<file path="src/design/i2cms_pkg.sv">
// Types, codes and helper functions of the I2C master bit sequencer.
package i2cms_pkg;

    // Command codes carried in the mode field; also the active command state.
    localparam logic [2:0] CMD_IDLE     = 3'd0;
    localparam logic [2:0] CMD_START    = 3'd1;
    localparam logic [2:0] CMD_STOP     = 3'd2;
    localparam logic [2:0] CMD_WRITE    = 3'd3;
    localparam logic [2:0] CMD_READ     = 3'd4;
    localparam logic [2:0] CMD_WAIT_ACK = 3'd5;

    // Configuration register indexes.
    localparam logic CFG_PHASE_TICKS = 1'b0;
    localparam logic CFG_ACK_TIMEOUT = 1'b1;

    localparam int CFG_DATA_W = 16;

    localparam logic [15:0] PHASE_TICKS_RESET = 16'd1;
    localparam logic [7:0]  ACK_TIMEOUT_RESET = 8'd250;

    // Slot numbers with a special meaning in the command sequences.
    localparam logic [4:0] START_SLOT_SCL_HIGH = 5'd1;
    localparam logic [4:0] START_SLOT_SDA_LOW  = 5'd2;
    localparam logic [4:0] START_SLOT_SCL_LOW  = 5'd3;
    localparam logic [4:0] STOP_SLOT_SDA_HIGH  = 5'd1;
    localparam logic [4:0] WR_SLOT_END         = 5'd24;
    localparam logic [4:0] RD_SLOT_ACK         = 5'd16;
    localparam logic [4:0] RD_SLOT_ACK_CLOCK   = 5'd17;
    localparam logic [4:0] WAIT_SLOT_SCL_HIGH  = 5'd1;
    localparam logic [4:0] WAIT_SLOT_POLL      = 5'd2;
    localparam logic [4:0] WAIT_SLOT_STOP      = 5'd3;
    localparam logic [4:0] WAIT_SLOT_STOP_SDA  = 5'd4;

    typedef struct packed {
        logic [2:0] mode;
        logic [7:0] tx_byte;
        logic       ack_after_read;
        logic       sda_in;
    } in_item_t;

    typedef struct packed {
        logic       scl_level;
        logic       sda_level;
        logic       sda_drive;
        logic       busy_res;
        logic       done_res;
        logic [7:0] rx_byte;
        logic       ack_fail;
    } out_item_t;

    // Position of a write slot within its bit (slot mod 3), valid for slots below 24.
    // The quotient comes from a multiply by 11 and a shift by 5.
    function automatic logic [1:0] wr_slot_phase(input logic [4:0] slot);
        logic [8:0] prod;
        logic [3:0] quot;
        logic [4:0] rem;
        prod = {4'd0, slot} * 9'd11;
        quot = prod[8:5];
        rem  = slot - (5'({1'b0, quot}) + 5'({quot, 1'b0}));
        return rem[1:0];
    endfunction

endpackage

</file>
<file path="src/design/i2c_master_bit_sequencer.sv">
// I2C master bit sequencer: drives SCL and SDA from commands, one tick per item.
//
// Usage: each input item is one timing tick. It carries the sampled SDA level and,
// while the sequencer is idle, may carry a command (start, stop, write byte, read
// byte with ACK or NACK, wait for ACK). A command given while busy is ignored.
// Each delay slot but the wait-ACK poll lasts phase_ticks ticks (zero counts as one).
// Each accepted item yields exactly one result item: the pin levels after that
// tick, busy and done flags, the byte of the last read and the wait-ACK status.
// The result of an accepted item is registered and shown on the output in the
// cycle after it is taken. Throughput is one item per cycle while the receiver does
// not stall; the whole step is a short compare/increment path from the input port
// into the state and the output register, so a new tick can be taken every cycle.
// When the receiver stalls, the output register holds its item and the input side
// stalls in the same cycle only while that item is still waiting; as soon as the
// result is taken a new item enters.
// Reset leaves the sequencer idle with SCL high and SDA high and driven,
// phase_ticks at 1 and ack_timeout at 250. Configuration writes belong to idle
// periods.
module i2c_master_bit_sequencer (
    input  logic                                 clk,
    input  logic                                 rst_n,
    input  logic                                 in_valid,
    output logic                                 in_stall,
    input  i2cms_pkg::in_item_t                  in_item,
    output logic                                 out_valid,
    input  logic                                 out_stall,
    output i2cms_pkg::out_item_t                 out_item,
    input  logic                                 cfg_write,
    input  logic                                 cfg_index,
    input  logic [i2cms_pkg::CFG_DATA_W-1:0]     cfg_data
);

    // Configuration registers.
    logic [15:0] phase_ticks_reg;
    logic [7:0]  ack_timeout_reg;

    // Sequencer state.
    logic [2:0]  cmd_reg,   cmd_next;
    logic [4:0]  step_reg,  step_next;
    logic [7:0]  shift_reg, shift_next;
    logic [15:0] div_reg,   div_next;
    logic [7:0]  poll_reg,  poll_next;
    logic        ackc_reg,  ackc_next;
    logic        scl_reg,   scl_next;
    logic        sda_reg,   sda_next;
    logic        drv_reg,   drv_next;
    logic        fail_reg,  fail_next;
    logic [7:0]  rx_reg,    rx_next;
    logic        done_next;

    // Output register.
    logic                 out_valid_reg;
    i2cms_pkg::out_item_t out_item_reg;

    logic        accept;
    logic [15:0] phase;
    logic        do_enter;
    logic [4:0]  enter_slot;
    logic        do_poll;
    logic [1:0]  wr_phase;

    // The input side waits only while a finished result is still held back.
    assign in_stall  = out_valid_reg && out_stall;
    assign accept    = in_valid && !in_stall;
    assign out_valid = out_valid_reg;
    assign out_item  = out_item_reg;

    assign phase = (phase_ticks_reg == 16'd0) ? 16'd1 : phase_ticks_reg;

    always_ff @(posedge clk or negedge rst_n)
    begin
        if (!rst_n)
        begin
            phase_ticks_reg <= i2cms_pkg::PHASE_TICKS_RESET;
            ack_timeout_reg <= i2cms_pkg::ACK_TIMEOUT_RESET;
        end
        else if (cfg_write)
        begin
            case (cfg_index)
                i2cms_pkg::CFG_PHASE_TICKS: phase_ticks_reg <= cfg_data;
                i2cms_pkg::CFG_ACK_TIMEOUT: ack_timeout_reg <= cfg_data[7:0];
                default: ;
            endcase
        end
    end

    // One tick of the sequencer: decide whether a command starts, a slot is still
    // counting, the wait-ACK poll runs, or the next slot is entered.
    always_comb
    begin
        cmd_next   = cmd_reg;
        step_next  = step_reg;
        shift_next = shift_reg;
        div_next   = div_reg;
        poll_next  = poll_reg;
        ackc_next  = ackc_reg;
        scl_next   = scl_reg;
        sda_next   = sda_reg;
        drv_next   = drv_reg;
        fail_next  = fail_reg;
        rx_next    = rx_reg;
        done_next  = 1'b0;
        do_enter   = 1'b0;
        enter_slot = step_reg + 5'd1;
        do_poll    = 1'b0;

        if (cmd_reg == i2cms_pkg::CMD_IDLE)
        begin
            if (in_item.mode >= i2cms_pkg::CMD_START &&
                in_item.mode <= i2cms_pkg::CMD_WAIT_ACK)
            begin
                cmd_next   = in_item.mode;
                shift_next = (in_item.mode == i2cms_pkg::CMD_WRITE) ? in_item.tx_byte : 8'd0;
                ackc_next  = in_item.ack_after_read;
                poll_next  = 8'd0;
                do_enter   = 1'b1;
                enter_slot = 5'd0;
            end
        end
        else if (cmd_reg == i2cms_pkg::CMD_WAIT_ACK && step_reg == i2cms_pkg::WAIT_SLOT_POLL)
        begin
            do_poll = 1'b1;
        end
        else if (div_reg < phase)
        begin
            div_next = div_reg + 16'd1;
        end
        else
        begin
            do_enter = 1'b1;
        end

        wr_phase = i2cms_pkg::wr_slot_phase(enter_slot);

        if (do_enter)
        begin
            step_next = enter_slot;
            div_next  = 16'd1;
            case (cmd_next)
                i2cms_pkg::CMD_START:
                begin
                    if (enter_slot == 5'd0)
                    begin
                        drv_next = 1'b1;
                        sda_next = 1'b1;
                    end
                    else if (enter_slot == i2cms_pkg::START_SLOT_SCL_HIGH)
                        scl_next = 1'b1;
                    else if (enter_slot == i2cms_pkg::START_SLOT_SDA_LOW)
                        sda_next = 1'b0;
                    else if (enter_slot == i2cms_pkg::START_SLOT_SCL_LOW)
                        scl_next = 1'b0;
                    else
                        done_next = 1'b1;
                end
                i2cms_pkg::CMD_STOP:
                begin
                    if (enter_slot == 5'd0)
                    begin
                        drv_next = 1'b1;
                        sda_next = 1'b0;
                        scl_next = 1'b1;
                    end
                    else if (enter_slot == i2cms_pkg::STOP_SLOT_SDA_HIGH)
                        sda_next = 1'b1;
                    else
                        done_next = 1'b1;
                end
                i2cms_pkg::CMD_WRITE:
                begin
                    // Three slots per bit: set data with SCL low, SCL high, SCL low.
                    if (enter_slot >= i2cms_pkg::WR_SLOT_END)
                        done_next = 1'b1;
                    else if (wr_phase == 2'd0)
                    begin
                        drv_next   = 1'b1;
                        scl_next   = 1'b0;
                        sda_next   = shift_next[7];
                        shift_next = {shift_next[6:0], 1'b0};
                    end
                    else
                        scl_next = (wr_phase == 2'd1);
                end
                i2cms_pkg::CMD_READ:
                begin
                    // Two slots per bit; SDA is sampled on the tick SCL rises.
                    if (enter_slot < i2cms_pkg::RD_SLOT_ACK)
                    begin
                        if (!enter_slot[0])
                        begin
                            scl_next = 1'b0;
                            drv_next = 1'b0;
                            sda_next = 1'b1;
                        end
                        else
                        begin
                            scl_next   = 1'b1;
                            shift_next = {shift_next[6:0], in_item.sda_in};
                        end
                    end
                    else if (enter_slot == i2cms_pkg::RD_SLOT_ACK)
                    begin
                        scl_next = 1'b0;
                        drv_next = 1'b1;
                        sda_next = !ackc_next;
                    end
                    else if (enter_slot == i2cms_pkg::RD_SLOT_ACK_CLOCK)
                        scl_next = 1'b1;
                    else
                    begin
                        scl_next  = 1'b0;
                        rx_next   = shift_next;
                        done_next = 1'b1;
                    end
                end
                i2cms_pkg::CMD_WAIT_ACK:
                begin
                    if (enter_slot == 5'd0)
                    begin
                        drv_next = 1'b0;
                        sda_next = 1'b1;
                    end
                    else if (enter_slot == i2cms_pkg::WAIT_SLOT_SCL_HIGH)
                        scl_next = 1'b1;
                    else if (enter_slot == i2cms_pkg::WAIT_SLOT_POLL)
                        do_poll = 1'b1;
                    else if (enter_slot == i2cms_pkg::WAIT_SLOT_STOP_SDA)
                        sda_next = 1'b1;
                    else
                    begin
                        fail_next = 1'b1;
                        done_next = 1'b1;
                    end
                end
                default:
                    done_next = 1'b1;
            endcase
        end

        // Wait-ACK poll: a low SDA finishes, a high one counts until the limit,
        // and at the limit the stop sequence begins.
        if (do_poll)
        begin
            if (!in_item.sda_in)
            begin
                scl_next  = 1'b0;
                fail_next = 1'b0;
                done_next = 1'b1;
            end
            else if (poll_reg >= ack_timeout_reg)
            begin
                step_next = i2cms_pkg::WAIT_SLOT_STOP;
                div_next  = 16'd1;
                drv_next  = 1'b1;
                sda_next  = 1'b0;
                scl_next  = 1'b1;
            end
            else
                poll_next = poll_reg + 8'd1;
        end

        if (done_next)
        begin
            cmd_next  = i2cms_pkg::CMD_IDLE;
            step_next = 5'd0;
            div_next  = 16'd0;
        end
    end

    always_ff @(posedge clk or negedge rst_n)
    begin
        if (!rst_n)
        begin
            cmd_reg   <= i2cms_pkg::CMD_IDLE;
            step_reg  <= 5'd0;
            shift_reg <= 8'd0;
            div_reg   <= 16'd0;
            poll_reg  <= 8'd0;
            ackc_reg  <= 1'b0;
            scl_reg   <= 1'b1;
            sda_reg   <= 1'b1;
            drv_reg   <= 1'b1;
            fail_reg  <= 1'b0;
            rx_reg    <= 8'd0;
        end
        else if (accept)
        begin
            cmd_reg   <= cmd_next;
            step_reg  <= step_next;
            shift_reg <= shift_next;
            div_reg   <= div_next;
            poll_reg  <= poll_next;
            ackc_reg  <= ackc_next;
            scl_reg   <= scl_next;
            sda_reg   <= sda_next;
            drv_reg   <= drv_next;
            fail_reg  <= fail_next;
            rx_reg    <= rx_next;
        end
    end

    // Result register: filled on every accepted tick, emptied when taken.
    always_ff @(posedge clk or negedge rst_n)
    begin
        if (!rst_n)
            out_valid_reg <= 1'b0;
        else if (accept)
            out_valid_reg <= 1'b1;
        else if (!out_stall)
            out_valid_reg <= 1'b0;
    end

    always_ff @(posedge clk)
    begin
        if (accept)
        begin
            out_item_reg.scl_level <= scl_next;
            out_item_reg.sda_level <= sda_next;
            out_item_reg.sda_drive <= drv_next;
            out_item_reg.busy_res  <= (cmd_next != i2cms_pkg::CMD_IDLE);
            out_item_reg.done_res  <= done_next;
            out_item_reg.rx_byte   <= rx_next;
            out_item_reg.ack_fail  <= fail_next;
        end
    end

endmodule

</file>
<file path="config.mk">
export PLATFORM = sky130hd
export DESIGN_NAME = i2c_master_bit_sequencer
export DESIGN_NICKNAME = d
export VERILOG_FILES = /design/src/design/i2cms_pkg.sv /design/src/design/i2c_master_bit_sequencer.sv
export SDC_FILE = /design/constraint.sdc
export NUM_CORES = 1
export LEC_CHECK = 0
export ABC_AREA = 1
export BUFFER_PORTS_ARGS = -buffer_cell sky130_fd_sc_hd__buf_2
export CORE_MARGIN = 4
export CORE_UTILIZATION = 45
export DETAILED_ROUTE_END_ITERATION = 10
export GPL_TIMING_DRIVEN = 0
export PLACE_DENSITY = 0.69
export SYNTH_ARGS = -nofsm -noshare
export SYNTH_HDL_FRONTEND = slang
export SYNTH_SLANG_ARGS = --single-unit
</file>
<file path="constraint.sdc">
create_clock -name clk -period 7.3 [get_ports clk]
set_clock_uncertainty 0.05 [all_clocks]
set_input_delay 0.73 -clock clk [delete_from_list [all_inputs] [get_ports clk]]
set_output_delay 0.73 -clock clk [all_outputs]
set_load 0.03 [all_outputs]
</file>
==> qor.yml <==
grtUsageTotal_pct: 19.8
wl_per_cell_um: 13.5
status: "completed"
fp.coreArea_mm2: 0.0140
post-place-ws_ns: 2.40
antenna_left: 0
clock_latency_ns: 0.36
ctsHtreeMaxLevel: 3
path_clk_slew_ns: 0.07
finalNetCount: 1034
critPathMaxStageDelay_ns: 0.48
rsz0062_at_grt: "no"
wl_um: 15500
fin_area_mm2: 0.00736
hold_violations: 0
path_common_cell: "nand2_1"
grt_pass1_vias: 5519
rows: 43
setup_viol: 0
busiest_layer: "met2"
viasPerCell: 5.09
cts.sinks: 92
crit_buf_inv: 6
min_period_over_period_pct: 62.5
syn2layout_area_growth_pct: 13.4
tns_ns: 0
slew_violations: 0
synth_top_area_share_pct: 26.2
n_fill_cell: 1378
cp_max_fo: 10
power_density_mw_per_mm2: 364
drive_gt1_share_pct: 14.3
gp_congestion: 0.940
die_area_mm2: 0.0164
met3_usage_pct: 4.21
num_vias: 5837
maxSlewHeadroom_pct: 20.3
ys_types: 50
drtIter0Drc: 468
layout_commonest_cell: "nand2_1"
multi_input_area_mm2: 0.00356
crit_arrival_ns: 4.76
die_w_um: 128
hp-class: "in -> async"
diodes: 0
antenna_found_initial: 0
grt_max_degree: 55
worstSetupPathType: "in -> reg"
die_h_um: 128
ys_seq_elements: 92
cp.required_ns: 7.50
endpoint_kind: "flip-flop"
synth_top_cell_by_area: "dfrtp_1"
period_needed_ns: 4.56
irDropWorstVdd_mv: 0.191
postCtsHoldBufs: 0
critPathSlowestCell: "fa_1"
synthCells: 900
netlist_top_cells_area: "dfrtp_1 (26%), nand2_1 (16%), ha_1 (7.1%)"
leakage_nw: 3.72
yosys_warnings: 0
cts-resized-gates: 0
dr.pass1.iters: 5
cap_violations: 0
hpwl_um: 11500
ys_seq_area_share_pct: 36.8
cts_tree: "done"
grt_use_met1_pct: 25.8
postPlaceCellArea_mm2: 0.00699
numCtsBuffers: 9
fmax_mhz: 219
start_kind: "primary input"
cts_root_buffer: "clkbuf_16"
grt_overflow: 0
drc: 0
final_cell_mix: "nand2_1 (272), inv_1 (99), nor2_1 (89)"
synth.cell_area_mm2: 0.00648
postSynthAreaPerCell_um2: 7.21
grt_pass1_wl_um: 26400
met2_usage_pct: 33.6
io_pins: 51
seqCellArea_mm2: 0.00238
synth_nets: 973
worstMarginPinSlew_ns: 1.20
critPathTopFamily: "simple AND/OR/NAND/NOR gates"
setup_slack_ns: 2.74
clock_path_buffers: 2
cts_setup_buffers: 0
numPortBuffers: 49
initial_core_util_pct: 46.4
## synthesized netlist by cell type, drive strengths merged
cell    count
nand3      52
o31ai       1
buf         8
a211oi      1
dfstp      10
a21o        1
nor2      102
xor2       13
inv       112
a31oi       2
a21oi      43
edfxtp     14
o21a        3
or2         1
nor4        4
nand2     284
dfrtp      68
ha         37
o21ai      82
fa          1
xnor2       3
clkbuf     15
a22oi       8
nor3       13
o211ai      6
nand4      13
nand3b      1
o21bai      2
## cell families after synthesis
logic type / synth area share, %
fa+ha+maj: 7.45
simple gates: 32.1
buf+inv: 8.39
xor+xnor: 2.16
compound gates: 13.1
flops: 36.8
## stage by stage
step / hold WS (ns) / power, W / cells / utilization (%)
5_1_grt: 0.253 / 0.00291 / 1146 / 52.6
3_3_place_gp: 0.412 / 0.00206 / 1129 / 49.7
4_1_cts: 0.235 / 0.00268 / 1146 / 52.6
2_1_floorplan: 0.384 / 0.00177 / 900 / -
3_5_place_dp: 0.416 / 0.00209 / 1130 / 49.9
6_report: 0.232 / 0.00268 / 1146 / 52.6
## worst paths after layout
check	start	end	slack, ns	cells after the start
min in group clk	rx_reg[2]$_DFFE_PN0P_	rx_reg[2]$_DFFE_PN0P_	0.43	2
max reg2reg	cmd_reg[2]$_DFFE_PN0P_	shift_reg[3]$_DFFE_PN0P_	2.76	27
max in group asynchronous	rst_n	drv_reg$_DFFE_PN1P_	6.33	2
min	rst_n	ack_timeout_reg[2]$_DFFE_PN0P_	0.23	1
max	in_item[11]	shift_reg[3]$_DFFE_PN0P_	2.74	28
min reg2reg	rx_reg[2]$_DFFE_PN0P_	rx_reg[2]$_DFFE_PN0P_	0.43	2
## power breakdown
group,switching (W),internal [W],leakage (nW)
clock network,0.000214,0.000372,0.177
registers,0.0000959,0.000641,1.11
logic,0.000919,0.000433,2.43
total,0.00123,0.00145,3.72
## worst register-to-register path, stage by stage (launching register included)
cell and delay [ns]:
dfrtp_1 0.44, nor2_2 0.14, nand3_2 0.16, nor2_8 0.27, inv_4 0.08, buf_12 0.16, nand2_8 0.08, inv_2 0.06
ha_1 0.31, fa_1 0.48, ha_1 0.32, a21oi_1 0.25, nand2_1 0.09, nand2_1 0.10, nand2_1 0.06, inv_1 0.05
ha_1 0.15, nand4_1 0.10, nand2_1 0.10, inv_1 0.04, nand3_1 0.08, nand3_1 0.10, nand2_1 0.13, nand2_1 0.10
nor3_4 0.28, nor2_1 0.10, nor2_1 0.12, nor2_1 0.05
## cell type report
type,count,share of cell area [%]
Multi-Input combinational cell,673,48.3
Sequential cell,92,32.4
Inverter,112,5.78
Timing Repair Buffer,50,3.74
Clock buffer,9,3.06
Tap cell,180,3.06
Clock inverter,7,1.97
Buffer,23,1.62
## metal layers
metal / routed length [um] / vias to the layer above
li1: - / 3052
met1: 7070 / 2648
met2: 7430 / 117
met3: 809 / 20
met4: 226 / 0
met5: 0 / -
Power figures use the tool's default switching activity.
